## src/assert_macros.svh

```systemverilog
// assertion helpers shared by the rtl
`ifndef ASSERT_MACROS_SVH
`define ASSERT_MACROS_SVH

// same-cycle implication
`define DIF_ASSERT_SAME(label, clk, rst, ante, cons) \
  label: assert property (@(posedge clk) disable iff (rst) (ante) |-> (cons)) \
    else $error("assertion failed");

// next-cycle implication
`define DIF_ASSERT_NEXT(label, clk, rst, ante, cons) \
  label: assert property (@(posedge clk) disable iff (rst) (ante) |=> (cons)) \
    else $error("assertion failed");

`endif

```

## src/dif_pkg.sv

```systemverilog
`default_nettype none

package dif_pkg;

  localparam int BOOT_BYTES = 512;
  localparam int COUNT_BITS = 27;

  localparam logic [31:0] CRC_POLY     = 32'hEDB88320;
  localparam logic [31:0] CRC_ALL_ONES = 32'hFFFFFFFF;

  localparam logic [3:0][31:0] MIX_INIT = {
    32'h10325476, 32'h98BADCFE, 32'hEFCDAB89, 32'h67452301
  };

  localparam logic [31:0] SECTOR_LO_POS = 32'd11;
  localparam logic [31:0] SECTOR_HI_POS = 32'd12;
  localparam logic [31:0] MEDIA_POS     = 32'd21;
  localparam logic [15:0] DOS_SECTOR_SIZE = 16'd512;

  localparam logic [7:0] MEDIA_F0 = 8'hF0;
  localparam logic [7:0] MEDIA_F9 = 8'hF9;
  localparam logic [7:0] MEDIA_FD = 8'hFD;
  localparam logic [7:0] MEDIA_FF = 8'hFF;

  typedef struct packed {
    logic        fire;
    logic        last;
    logic        boot_hit;
    logic [31:0] pos;
    logic [7:0]  data;
  } step_t;

  function automatic logic [31:0] crc_byte(input logic [31:0] crc, input logic [7:0] d);
    logic [31:0] c;
    c = crc ^ {24'b0, d};
    for (int k = 0; k < 8; k++) begin
      c = c[0] ? ((c >> 1) ^ CRC_POLY) : (c >> 1);
    end
    return c;
  endfunction

endpackage

`default_nettype wire

```

## src/dif_if.sv

```systemverilog
`default_nettype none

interface dif_in_if;
  logic       valid;
  logic       ready;
  logic [7:0] data_byte;
  logic       last_byte;

  modport source (output valid, output data_byte, output last_byte, input ready);
  modport sink (input valid, input data_byte, input last_byte, output ready);
endinterface

interface dif_out_if #(
  parameter int COUNT_BITS = dif_pkg::COUNT_BITS
);
  logic                  valid;
  logic                  ready;
  logic [31:0]           image_crc;
  logic [31:0]           sector_crc;
  logic [31:0]           hash_word_zero;
  logic [31:0]           hash_word_one;
  logic [31:0]           hash_word_two;
  logic [31:0]           hash_word_three;
  logic [COUNT_BITS-1:0] image_length;
  logic                  length_overflow;
  logic                  msdos_boot;

  modport source (
    output valid, output image_crc, output sector_crc,
    output hash_word_zero, output hash_word_one, output hash_word_two,
    output hash_word_three, output image_length, output length_overflow,
    output msdos_boot, input ready
  );
  modport sink (
    input valid, input image_crc, input sector_crc,
    input hash_word_zero, input hash_word_one, input hash_word_two,
    input hash_word_three, input image_length, input length_overflow,
    input msdos_boot, output ready
  );
endinterface

`default_nettype wire

```

## src/dif_crc_unit.sv

```systemverilog
`default_nettype none

module dif_crc_unit (
  input  wire logic           clk,
  input  wire logic           rst,
  input  wire dif_pkg::step_t step,
  output logic [31:0]         image_crc,
  output logic [31:0]         sector_crc
);

  logic [31:0] running_crc;
  logic [31:0] sector_crc_hold;
  logic [31:0] crc_upd;

  always_comb begin
    crc_upd    = dif_pkg::crc_byte(running_crc, step.data);
    image_crc  = crc_upd ^ dif_pkg::CRC_ALL_ONES;
    sector_crc = step.boot_hit ? image_crc : sector_crc_hold;
  end

  always_ff @(posedge clk) begin
    if (rst) begin
      running_crc     <= dif_pkg::CRC_ALL_ONES;
      sector_crc_hold <= '0;
    end else if (step.fire) begin
      if (step.last) begin
        running_crc     <= dif_pkg::CRC_ALL_ONES;
        sector_crc_hold <= '0;
      end else begin
        running_crc     <= crc_upd;
        sector_crc_hold <= sector_crc;
      end
    end
  end

endmodule

`default_nettype wire

```

## src/dif_mix_unit.sv

```systemverilog
`default_nettype none

module dif_mix_unit (
  input  wire logic           clk,
  input  wire logic           rst,
  input  wire dif_pkg::step_t step,
  output logic [3:0][31:0]    words
);

  logic [3:0][31:0] mix_words;
  logic [1:0]       lane;
  logic [1:0]       lane_up;
  logic [31:0]      mult;
  logic [31:0]      prod;

  always_comb begin
    words   = mix_words;
    lane    = step.pos[1:0];
    lane_up = lane + 2'd1;
    mult    = step.pos + 32'd1;
    prod    = mult * {24'b0, step.data};
    words[lane]    = mix_words[lane] ^ ({24'b0, step.data} << {lane, 3'b000});
    words[lane_up] = mix_words[lane_up] + prod;
  end

  always_ff @(posedge clk) begin
    if (rst) begin
      mix_words <= dif_pkg::MIX_INIT;
    end else if (step.fire) begin
      mix_words <= step.last ? dif_pkg::MIX_INIT : words;
    end
  end

endmodule

`default_nettype wire

```

## src/disk_image_fingerprint_top.sv

```systemverilog
// Streams a disk image one byte per item and returns one result item per image, taken
// from the byte marked last: whole-image CRC-32, CRC-32 of the first BOOT_BYTES bytes
// (zero if shorter), four position-mixed hash words, the saturating byte count with an
// overflow flag, and a DOS boot sector flag. Throughput is one byte per clock: each
// byte is registered on accept and folded into the running CRC and hash state as it
// leaves that register, by one byte-wide CRC step and one 8x32 multiply-add. A result
// item is loaded into an output register as its last byte leaves the input register;
// only a last byte waiting there while an earlier result is untaken holds the input side.
`default_nettype none
`include "assert_macros.svh"

module disk_image_fingerprint_top #(
  parameter int BOOT_BYTES = dif_pkg::BOOT_BYTES,
  parameter int COUNT_BITS = dif_pkg::COUNT_BITS
) (
  input wire logic  clk,
  input wire logic  rst,
  dif_in_if.sink    bytes,
  dif_out_if.source result
);

  localparam logic [COUNT_BITS-1:0] COUNT_MAX = '1;
  localparam logic [32:0] BOOT_MARK = 33'(BOOT_BYTES);

  // input register
  logic       s1_valid;
  logic [7:0] s1_data;
  logic       s1_last;
  logic       s1_adv;

  // per-image state
  logic [COUNT_BITS-1:0] byte_count;
  logic [COUNT_BITS-1:0] byte_count_next;
  logic                  count_overflowed;
  logic                  count_overflowed_next;
  logic [15:0]           sector_size_bytes;
  logic [15:0]           sector_size_bytes_next;
  logic [7:0]            media_code;
  logic [7:0]            media_code_next;

  logic [31:0]      pos;
  logic [32:0]      pos_plus;
  logic             count_sat;
  logic             long_enough;
  logic             dos_media;
  logic             load;
  dif_pkg::step_t   step;
  logic [31:0]      crc_full;
  logic [31:0]      crc_boot;
  logic [3:0][31:0] mix;

  // result register
  logic                  out_valid;
  logic [31:0]           image_crc;
  logic [31:0]           sector_crc;
  logic [3:0][31:0]      hash_words;
  logic [COUNT_BITS-1:0] image_length;
  logic                  length_overflow;
  logic                  msdos_boot;

  assign s1_adv      = s1_valid && (!s1_last || !out_valid || result.ready);
  assign bytes.ready = !s1_valid || s1_adv;
  assign load        = s1_adv && s1_last;

  always_ff @(posedge clk) begin
    if (rst) begin
      s1_valid <= 1'b0;
    end else if (bytes.ready) begin
      s1_valid <= bytes.valid;
    end
  end

  always_ff @(posedge clk) begin
    if (bytes.ready && bytes.valid) begin
      s1_data <= bytes.data_byte;
      s1_last <= bytes.last_byte;
    end
  end

  always_comb begin
    pos       = 32'(byte_count);
    pos_plus  = 33'(byte_count) + 33'd1;
    count_sat = byte_count == COUNT_MAX;
    byte_count_next       = count_sat ? byte_count : byte_count + COUNT_BITS'(1);
    count_overflowed_next = count_overflowed | count_sat;

    sector_size_bytes_next = sector_size_bytes;
    media_code_next        = media_code;
    if (pos == dif_pkg::SECTOR_LO_POS) begin
      sector_size_bytes_next = {sector_size_bytes[15:8], s1_data};
    end else if (pos == dif_pkg::SECTOR_HI_POS) begin
      sector_size_bytes_next = {s1_data, sector_size_bytes[7:0]};
    end else if (pos == dif_pkg::MEDIA_POS) begin
      media_code_next = s1_data;
    end

    long_enough = 33'(byte_count_next) >= BOOT_MARK;
    dos_media   = media_code_next == dif_pkg::MEDIA_F0 ||
                  media_code_next == dif_pkg::MEDIA_F9 ||
                  media_code_next == dif_pkg::MEDIA_FD ||
                  media_code_next == dif_pkg::MEDIA_FF;

    step.fire     = s1_adv;
    step.last     = s1_last;
    step.boot_hit = pos_plus == BOOT_MARK;
    step.pos      = pos;
    step.data     = s1_data;
  end

  always_ff @(posedge clk) begin
    if (rst) begin
      byte_count        <= '0;
      count_overflowed  <= 1'b0;
      sector_size_bytes <= '0;
      media_code        <= '0;
    end else if (s1_adv) begin
      if (s1_last) begin
        byte_count        <= '0;
        count_overflowed  <= 1'b0;
        sector_size_bytes <= '0;
        media_code        <= '0;
      end else begin
        byte_count        <= byte_count_next;
        count_overflowed  <= count_overflowed_next;
        sector_size_bytes <= sector_size_bytes_next;
        media_code        <= media_code_next;
      end
    end
  end

  dif_crc_unit u_crc (
    .clk        (clk),
    .rst        (rst),
    .step       (step),
    .image_crc  (crc_full),
    .sector_crc (crc_boot)
  );

  dif_mix_unit u_mix (
    .clk   (clk),
    .rst   (rst),
    .step  (step),
    .words (mix)
  );

  always_ff @(posedge clk) begin
    if (rst) begin
      out_valid <= 1'b0;
    end else if (load) begin
      out_valid <= 1'b1;
    end else if (result.ready) begin
      out_valid <= 1'b0;
    end
  end

  always_ff @(posedge clk) begin
    if (load) begin
      image_crc       <= crc_full;
      sector_crc      <= long_enough ? crc_boot : 32'd0;
      hash_words      <= mix;
      image_length    <= byte_count_next;
      length_overflow <= count_overflowed_next;
      msdos_boot      <= long_enough && dos_media &&
                         sector_size_bytes_next == dif_pkg::DOS_SECTOR_SIZE;
    end
  end

  assign result.valid           = out_valid;
  assign result.image_crc       = image_crc;
  assign result.sector_crc      = sector_crc;
  assign result.hash_word_zero  = hash_words[0];
  assign result.hash_word_one   = hash_words[1];
  assign result.hash_word_two   = hash_words[2];
  assign result.hash_word_three = hash_words[3];
  assign result.image_length    = image_length;
  assign result.length_overflow = length_overflow;
  assign result.msdos_boot      = msdos_boot;

  `DIF_ASSERT_NEXT(a_last_gives_result, clk, rst, load, out_valid)
  `DIF_ASSERT_NEXT(a_state_clears, clk, rst, load, byte_count == '0 && !count_overflowed)
  `DIF_ASSERT_SAME(a_overflow_saturated, clk, rst, count_overflowed, byte_count == COUNT_MAX)
  `DIF_ASSERT_SAME(a_no_lost_result, clk, rst, out_valid && !result.ready, !load)

endmodule

`default_nettype wire
```

## src/flat_wrapper.sv

```systemverilog
// flat-port wrapper written by rule: the top's interface ports become plain ports
module disk_image_fingerprint_top_flat 
#(
  parameter int BOOT_BYTES = dif_pkg::BOOT_BYTES,
  parameter int COUNT_BITS = dif_pkg::COUNT_BITS
)
  (clk, rst, bytes_valid, bytes_data_byte, bytes_last_byte, bytes_ready, result_valid, result_image_crc, result_sector_crc, result_hash_word_zero, result_hash_word_one, result_hash_word_two, result_hash_word_three, result_image_length, result_length_overflow, result_msdos_boot, result_ready);
  dif_in_if bytes_i ();
  dif_out_if #(.COUNT_BITS(COUNT_BITS)) result_i ();
  input wire logic clk;
  input wire logic rst;
  input wire logic [$bits(bytes_i.valid)-1:0] bytes_valid;
  input wire logic [$bits(bytes_i.data_byte)-1:0] bytes_data_byte;
  input wire logic [$bits(bytes_i.last_byte)-1:0] bytes_last_byte;
  output wire logic [$bits(bytes_i.ready)-1:0] bytes_ready;
  output wire logic [$bits(result_i.valid)-1:0] result_valid;
  output wire logic [$bits(result_i.image_crc)-1:0] result_image_crc;
  output wire logic [$bits(result_i.sector_crc)-1:0] result_sector_crc;
  output wire logic [$bits(result_i.hash_word_zero)-1:0] result_hash_word_zero;
  output wire logic [$bits(result_i.hash_word_one)-1:0] result_hash_word_one;
  output wire logic [$bits(result_i.hash_word_two)-1:0] result_hash_word_two;
  output wire logic [$bits(result_i.hash_word_three)-1:0] result_hash_word_three;
  output wire logic [$bits(result_i.image_length)-1:0] result_image_length;
  output wire logic [$bits(result_i.length_overflow)-1:0] result_length_overflow;
  output wire logic [$bits(result_i.msdos_boot)-1:0] result_msdos_boot;
  input wire logic [$bits(result_i.ready)-1:0] result_ready;
  assign bytes_i.valid = bytes_valid;
  assign bytes_i.data_byte = bytes_data_byte;
  assign bytes_i.last_byte = bytes_last_byte;
  assign bytes_ready = bytes_i.ready;
  assign result_valid = result_i.valid;
  assign result_image_crc = result_i.image_crc;
  assign result_sector_crc = result_i.sector_crc;
  assign result_hash_word_zero = result_i.hash_word_zero;
  assign result_hash_word_one = result_i.hash_word_one;
  assign result_hash_word_two = result_i.hash_word_two;
  assign result_hash_word_three = result_i.hash_word_three;
  assign result_image_length = result_i.image_length;
  assign result_length_overflow = result_i.length_overflow;
  assign result_msdos_boot = result_i.msdos_boot;
  assign result_i.ready = result_ready;
  disk_image_fingerprint_top #(.BOOT_BYTES(BOOT_BYTES), .COUNT_BITS(COUNT_BITS)) u_core (.clk(clk), .rst(rst), .bytes(bytes_i), .result(result_i));
endmodule
```

## config.mk

```make
export PLATFORM = sky130hd
export DESIGN_NAME = disk_image_fingerprint_top_flat
export DESIGN_NICKNAME = d
export VERILOG_FILES = /design/src/dif_pkg.sv /design/src/dif_if.sv /design/src/dif_crc_unit.sv /design/src/dif_mix_unit.sv /design/src/disk_image_fingerprint_top.sv /design/src/flat_wrapper.sv
export VERILOG_INCLUDE_DIRS = /design/src /design/src/src
export SDC_FILE = /design/constraint.sdc
export NUM_CORES = 1
export LEC_CHECK = 0
export BUFFER_PORTS_ARGS = -buffer_cell sky130_fd_sc_hd__buf_4
export CAP_MARGIN = 20
export CORE_MARGIN = 5
export CORE_UTILIZATION = 55
export DETAILED_ROUTE_END_ITERATION = 8
export GPL_ROUTABILITY_DRIVEN = 0
export PLACE_DENSITY_LB_ADDON = 0.08
export SLEW_MARGIN = 10
export SYNTH_ARGS = -nofsm -noshare
export SYNTH_HDL_FRONTEND = slang
export SYNTH_SLANG_ARGS = --single-unit
```

## constraint.sdc

```tcl
create_clock -name clk -period 13.2 [get_ports clk]
set_clock_uncertainty 0.15 [all_clocks]
set_input_delay 3.96 -clock clk [delete_from_list [all_inputs] [get_ports clk]]
set_output_delay 3.96 -clock clk [all_outputs]
set_load 0.05 [all_outputs]
```

-- Word-level counts from Yosys, hierarchy flattened
Cells that the tools add are included.
- word-level logic and storage cells: 108
- latch bits: 0
- bits in writable memories: 0
- register bits: 476
- output and inout bits: 223
- bits of input ports: 13
- ROM bits: 0
- memories: 0
- $mul: 1
- bitwise logic cells: 12
- shift-type cells: 1
- reduce and logical (&&, ||, !) cells: 17
- $lt $le $gt $ge: 5
- muxes and demuxes: 34
- add/subtract/negate cells: 5
- divide/modulo/power cells: 0
- eq/ne operators: 10
- operator list (operator ; number):
    32-bit two-way mux ; 15
    128-bit bitwise mux ; 2
    32-bit binary-select mux with 2-bit select ; 2
    32-bit demux with 2-bit select ; 2
    128-bit two-way mux ; 1
    13-bit inverter with 14-bit output ; 8
    27-bit by 1-bit adder with 28-bit output (second input constant) ; 2
    27-bit by 4-bit equality test with 1-bit output (second input constant) ; 2
    27-bit two-way mux ; 2
    16-bit two-way mux ; 3
    33-bit by 10-bit equality test with 1-bit output (second input constant) ; 1
    32-bit adder ; 1
    8-bit equality test (second input constant) ; 4
    28-bit by 8-bit multiplier with 32-bit output ; 1
    8-bit two-way mux ; 4
    32-bit inverter ; 1
    8-bit by 5-bit << shifter with 32-bit output ; 1
    32-bit bitwise XOR ; 1
    32-bit by 8-bit bitwise XOR with 32-bit output ; 1
    27-bit by 1-bit adder with 27-bit output (second input constant) ; 1
    27-bit equality test (second input constant) ; 1
    27-bit by 5-bit equality test with 1-bit output (second input constant) ; 1
    27-bit by 10-bit >= comparator with 1-bit output (second input constant) ; 1
    16-bit by 10-bit equality test with 1-bit output (second input constant) ; 1
    other kinds (9) ; 26

-- Logic depth before layout (Yosys ltp)
- depth after elaboration: 20
- gate-level depth with buffers: 27

-- By module
Synthesis repeated with hierarchy kept, for this count alone.
- cell total of the unflattened synthesis: 3123
- area total of the unflattened synthesis: 31686.6 um^2
- by module, submodules not included (module ; cells each ; sequential area each (um^2) ; times used ; area an instance (um^2)):
    dif_mix_unit ; 2004 ; 2562.5 ; 1 ; 17189.0
    disk_image_fingerprint_top ; 753 ; 7987.7 ; 1 ; 10961.8
    dif_crc_unit ; 366 ; 1281.2 ; 1 ; 3535.9

-- Worst setup path after synthesis
Ideal clock, no wire load.
- path kind: input-to-reg
- from: input result_ready
- to: register u_core.u_mix.mix_words[94] (netlist bit)
- setup slack: 2507 ps
- stages on the path: 7
- library setup time: 134 ps
- arrival: 10409 ps
- data required time: 12916 ps
- cells stage by stage: nor2b_1 -> nand2_1 -> and3_1 -> or2_2 -> clkbuf_1 -> clkbuf_1 -> o32ai_1
- longest elaborated chain between the ends: 2
- ends and longest elaborated chain (what ; RTL line ; source):
    from (decl) ; flat_wrapper.sv:26 ; input wire logic [$bits(result_i.ready)-1:0] result_ready;
    1-bit logical OR ; disk_image_fingerprint_top.sv:61 ; assign s1_adv = s1_valid && (!s1_last || !out_valid || result.ready);
    1-bit logical AND ; disk_image_fingerprint_top.sv:61 ;
    to (signal assigned) ; dif_mix_unit.sv:28 ; mix_words <= dif_pkg::MIX_INIT;
    to (signal assigned) ; dif_mix_unit.sv:30 ; mix_words <= step.last ? dif_pkg::MIX_INIT : words;
    to (decl) ; dif_mix_unit.sv:10 ; logic [3:0][31:0] mix_words;
No other way between the ends.
A chain may end at the register's enable or synchronous reset.

-- Worst setup path in the final report
- from: input result_ready
- to: output bytes_ready
- longest elaborated chain between the ends: 3
- ends and longest elaborated chain (what ; RTL line ; source):
    1-bit logical OR ; disk_image_fingerprint_top.sv:61 ;
    1-bit logical AND ; disk_image_fingerprint_top.sv:61 ;
    1-bit logical OR ; disk_image_fingerprint_top.sv:62 ; assign bytes.ready = !s1_valid || s1_adv;
    to (decl) ; flat_wrapper.sv:15 ; output wire logic [$bits(bytes_i.ready)-1:0] bytes_ready;
No other way between the ends.

==> results.md <==
Setup path:
- Data arrives at the worst endpoint at 4.67 ns.
- In this run the critical register-to-register path is launched from u_core.byte_count[0]$_SDFFE_PP0P_.
- The critical path contains buffers and inverters numbering 2 combined.
- The cell that appears most often on the critical path is sky130_fd_sc_hd__buf_4.
- Of all nets on the critical path, the largest fanout is 4.
- Among all stages on the critical path, the largest delay is contributed by sky130_fd_sc_hd__nor2b_1.
- In this run the worst setup path begins at result_ready.
- The critical path goes through buf_4 > nor2b_1 > nand3_1 > buf_4.
- The endpoint class of the critical path is a primary output.
- The category of the critical setup timing path is in2out.
- In this design, the stage delay of the slowest critical-path cell is 0.25 ns.
- The worst setup path is launched from a primary input.
- The gate family responsible for the most delay along the worst path is simple AND/OR/NAND/NOR gates.
- Across all register-to-register paths, the minimum setup slack is 4.45 ns.
- The critical path required time is just over 9 ns.

STA:
- Setup repair after global routing left no endpoint under its margin.
- The number of max-slew violations in the final report is 0.
- Static timing analysis puts the maximum clock frequency at 114 MHz.
- Setup violations remaining at the end of the flow were counted as 0.
- After layout, the minimum clock period comes to roughly 8.8 ns.
- Adding up every negative setup slack in the final design gives 0 ns.
- The final hold violation count is 0.
- The final critical-path share of the clock period is 0.665.
- Final hold analysis gives a worst-case slack of between 0.3 and 0.4 ns.
- Headroom to the max-slew limit came out at 0.203.
- At the pin with the least slew margin, the transition time is 1.20 ns.

Global route:
- The total global routing overflow is 0.
- The wire length of the first global-routing pass is around 140000 um.
- For this run, the total global-route usage over all layers was measured as 0.296.
- The pin count of the biggest net entering global routing is 181.
- The initial antenna violation count came to 1.
- The via count of the first global-routing pass was 23700.

Route:
- The number of DRC markers after the initial detailed-route iteration is ~2300.
- In the routed design, unresolved DRC markers number 0.
- Detailed routing placed a total of 7670 um of wire on met3.
- The first-pass iteration count of the detailed router is 5.
- The via count is 23600.
- The routed metal-1 wire length is 36400 um.
- After detailed routing, the met2 layer carries 42500 um of wire.
- The top layer used by detailed routing is met4.
- After detailed routing, the number of vias per cell comes to 6.18.
- Dividing the detail-routed wire length by the instance count gives 23.6 um.
- The number of nets with antenna violations after detailed routing is 0.
- Summed over all layers, the routed wires come to 90000 um.

Synthesis:
- The post-synthesis instance area is 30200 um^2.
- After synthesis, the share of flip-flops with an asynchronous set or reset is 0.
- The largest total area in the synthesized netlist belongs to sky130_fd_sc_hd__edfxtp_1.
- When the netlist entered floorplanning its net count stood at 3203.
- The count of warnings emitted by yosys is 0.
- The commonest register cell after synthesis is sky130_fd_sc_hd__dfxtp_1.
- The cell count after synthesis is 2957.
- The top cell type's share of synthesized area is 0.229.
- Sorting the synthesized cells by how often they occur yields sky130_fd_sc_hd__nand2_1 (314), sky130_fd_sc_hd__inv_1 (260), sky130_fd_sc_hd__dfxtp_1 (246).
- A synthesized cell averages just over 10 um^2.
- Sorting the synthesized cells by area gives the leading types as sky130_fd_sc_hd__edfxtp_1 (23%), sky130_fd_sc_hd__dfxtp_1 (16%), sky130_fd_sc_hd__fa_1 (12%).
- Counting flops with a built-in enable in the synthesized netlist gives 230.
- The most repeated cell in the gate-level netlist after synthesis is sky130_fd_sc_hd__nand2_1.
- The register area share after synthesis is 0.392.
- In this run, synthesis produced a sequential element count of 476.
- The post-synthesis cell type count is 90.

Outcome:
- The run finished with clean final reports.

Floorplan:
- The initial utilization of the core area, before any placement, comes to 0.558.
- The I/O pin count is 236.
- From left edge to right edge, the die measures roughly 240 um.
- The die covers between 50000 and 60000 um^2.
- The floorplan step set the die height to 244 um.
- In this run the core area contains 85 standard-cell rows.
- The total area inside the core boundary comes to between 50000 and 60000 um^2.

Worst hold path:
- The type of the most critical hold path is reg2reg.
- In this run the most critical hold path is launched from u_core.u_crc.sector_crc_hold[17]$_SDFFE_PP0P_.

CTS:
- The H-tree depth is 2.
- The worst-case clock buffer depth is 3.
- The root cell of the clock tree is sky130_fd_sc_hd__clkbuf_16.
- The number of hold-repair buffers added at the cts stage is 0.
- The TritonCTS buffer count is 50.
- The buffer count from post-CTS setup fixing is 0.
- The register clock-pin slew on the reported worst setup and hold paths is 0.06 ns.
- The number of sinks on the clock net is 476.
- TritonCTS built the clock tree.
- Gates resized during post-CTS repair numbered 0.
- The clock latency reported for the late side of the worst-skew pair is 0.62 ns.

Final layout:
- The area growth from synthesis to layout is 12.5%.
- The count of fill cells added during filler insertion is 4408.
- 0 antenna diodes ended up in the layout.
- Measured on the finished design, the core utilization comes to 0.627.
- In the final layout, the share of cells above drive strength 1 is 0.152.
- The net count of the finished layout is 3318.

Placed design:
- The detailed placer's ending HPWL is 60300 um.
- The number of I/O port buffers is 235.

Power:
- The switching share of total power is 0.307.
- In this run the power density over the cells is 115 nW/um^2.
- The share of total power dissipated in the clock network is 0.373.
- The net switching power of the design is 1.19 mW.
- Of the total power, registers draw 0.427.
- The internal portion of the total power is 2.70 mW.
- The static leakage is ~14 nW.
- The maximum vdd drop is 0.0897 mV.
- The part of the total power dissipated in combinational logic is 0.200.

Flow run:
- The max-cap check violation count is 0.
[worst reg2reg max path, cell delays in order (launching register included)]
cell                      delay [ns]
sky130_fd_sc_hd__dfxtp_4        0.78
sky130_fd_sc_hd__ha_4           0.54
sky130_fd_sc_hd__buf_4          0.64
sky130_fd_sc_hd__nand2_1        0.14
sky130_fd_sc_hd__xor2_1         0.85
sky130_fd_sc_hd__nor2b_1        0.16
sky130_fd_sc_hd__fa_1           0.57
sky130_fd_sc_hd__fa_1           0.44
sky130_fd_sc_hd__fa_1           0.56
sky130_fd_sc_hd__inv_1          0.06
sky130_fd_sc_hd__fa_1           0.54
sky130_fd_sc_hd__inv_1          0.04
sky130_fd_sc_hd__ha_1           0.37
sky130_fd_sc_hd__a21o_1         0.22
sky130_fd_sc_hd__a21o_1         0.17
sky130_fd_sc_hd__a21o_1         0.21
sky130_fd_sc_hd__a22oi_1        0.46
sky130_fd_sc_hd__o21ai_0        0.40
sky130_fd_sc_hd__o31ai_1        0.64
sky130_fd_sc_hd__xor2_1         0.32
sky130_fd_sc_hd__a21oi_1        0.14
sky130_fd_sc_hd__a22o_1         0.24
[path summary, 6_finish.rpt]
path | endpoint | cells after the start
setup / recovery | bytes_ready | 4
hold / removal | u_core.u_crc.sector_crc_hold[17]$_SDFFE_PP0P_ | 1
setup reg to reg | u_core.u_mix.mix_words[120]$_SDFFE_PP0P_ | 21
hold reg to reg | u_core.u_crc.sector_crc_hold[17]$_SDFFE_PP0P_ | 1
[placed cells by master (no fill, tap or decap), types with 69 or more instances in the layout]
master,Yosys,routed
sky130_fd_sc_hd__nor2b_1,145,145
sky130_fd_sc_hd__nand2_1,314,313
sky130_fd_sc_hd__mux2i_1,114,114
sky130_fd_sc_hd__fa_1,181,181
sky130_fd_sc_hd__inv_1,260,260
sky130_fd_sc_hd__xnor2_1,96,96
sky130_fd_sc_hd__edfxtp_1,230,230
sky130_fd_sc_hd__nor2_1,173,170
sky130_fd_sc_hd__xor2_1,69,69
sky130_fd_sc_hd__a22oi_1,86,86
sky130_fd_sc_hd__buf_4,5,271
sky130_fd_sc_hd__dfxtp_1,246,245
sky130_fd_sc_hd__o21ai_0,127,127
sky130_fd_sc_hd__a21oi_1,82,82
[final cells by class]
class / instances / area [um^2] / area share
multi-input combinational: 2009 / 16500 / 0.485
sequential: 476 / 11800 / 0.348
timing repair buffer: 275 / 2090 / 0.0617
clock buffer: 69 / 1450 / 0.0426
inverter: 260 / 976 / 0.0287
tap: 696 / 871 / 0.0256
clock inverter: 25 / 253 / 0.00744
[routing by layer]
layer | vias to the layer above | GRT usage
li1 | 10400 | -
met1 | 11800 | 0.397
met2 | 1151 | 0.491
met3 | 182 | 0.0524
met4 | 0 | 0.102
met5 | - | 0
[power by group through the flow]
stage	Clock [mW]	Combinational (mW)	Sequential, mW
2_1_floorplan	0	0.450	1.77
3_3_place_gp	0	0.755	1.69
3_5_place_dp	0	0.766	1.69
4_1_cts	1.48	0.772	1.66
5_1_grt	1.54	0.838	1.67
6_report	1.45	0.778	1.66
[cell families (layout without fill, tap and decap cells)]
kind of cell               count (synthesis)  count (layout)  share of synthesized area
muxes                                    183             183                     0.0855
xor gates and xnor gates                 167             167                     0.0491
AOI/OAI and AO/OA                        541             541                      0.121
and+or+nand+nor                          885             885                      0.146
buffers and inverters                    472             629                     0.0650
DFF                                      476             476                      0.392
adders and majority gates                233             233                      0.142
[through the flow]
| stage | area (um^2) | setup slack, ns | power (mW) | cells |
|---|---|---|---|---|
| 2_1_floorplan | 30200 | 2.51 | 2.22 | 2957 |
| 3_3_place_gp | 32200 | 4.47 | 2.45 | 3710 |
| 3_5_place_dp | 32200 | 4.43 | 2.46 | 3711 |
| 4_1_cts | 33900 | 4.43 | 3.91 | 3805 |
| 5_1_grt | 34000 | 4.12 | 4.04 | 3810 |
| 6_report | 34000 | 4.42 | 3.90 | 3810 |
[state kept, by name, indices dropped and copies added, names as in the netlist, 27 cells and up]
register	flops
u_core.u_mix.mix_words	128
u_core.result.sector_crc	32
u_core.u_crc.sector_crc_hold	32
u_core.u_crc.running_crc	32
u_core.result.hash_word_three	32
u_core.result.image_crc	32
u_core.result.hash_word_zero	32
u_core.result.image_length	27
u_core.result.hash_word_two	32
u_core.result.hash_word_one	32
u_core.byte_count	27
(Power assumes the default switching activity.)
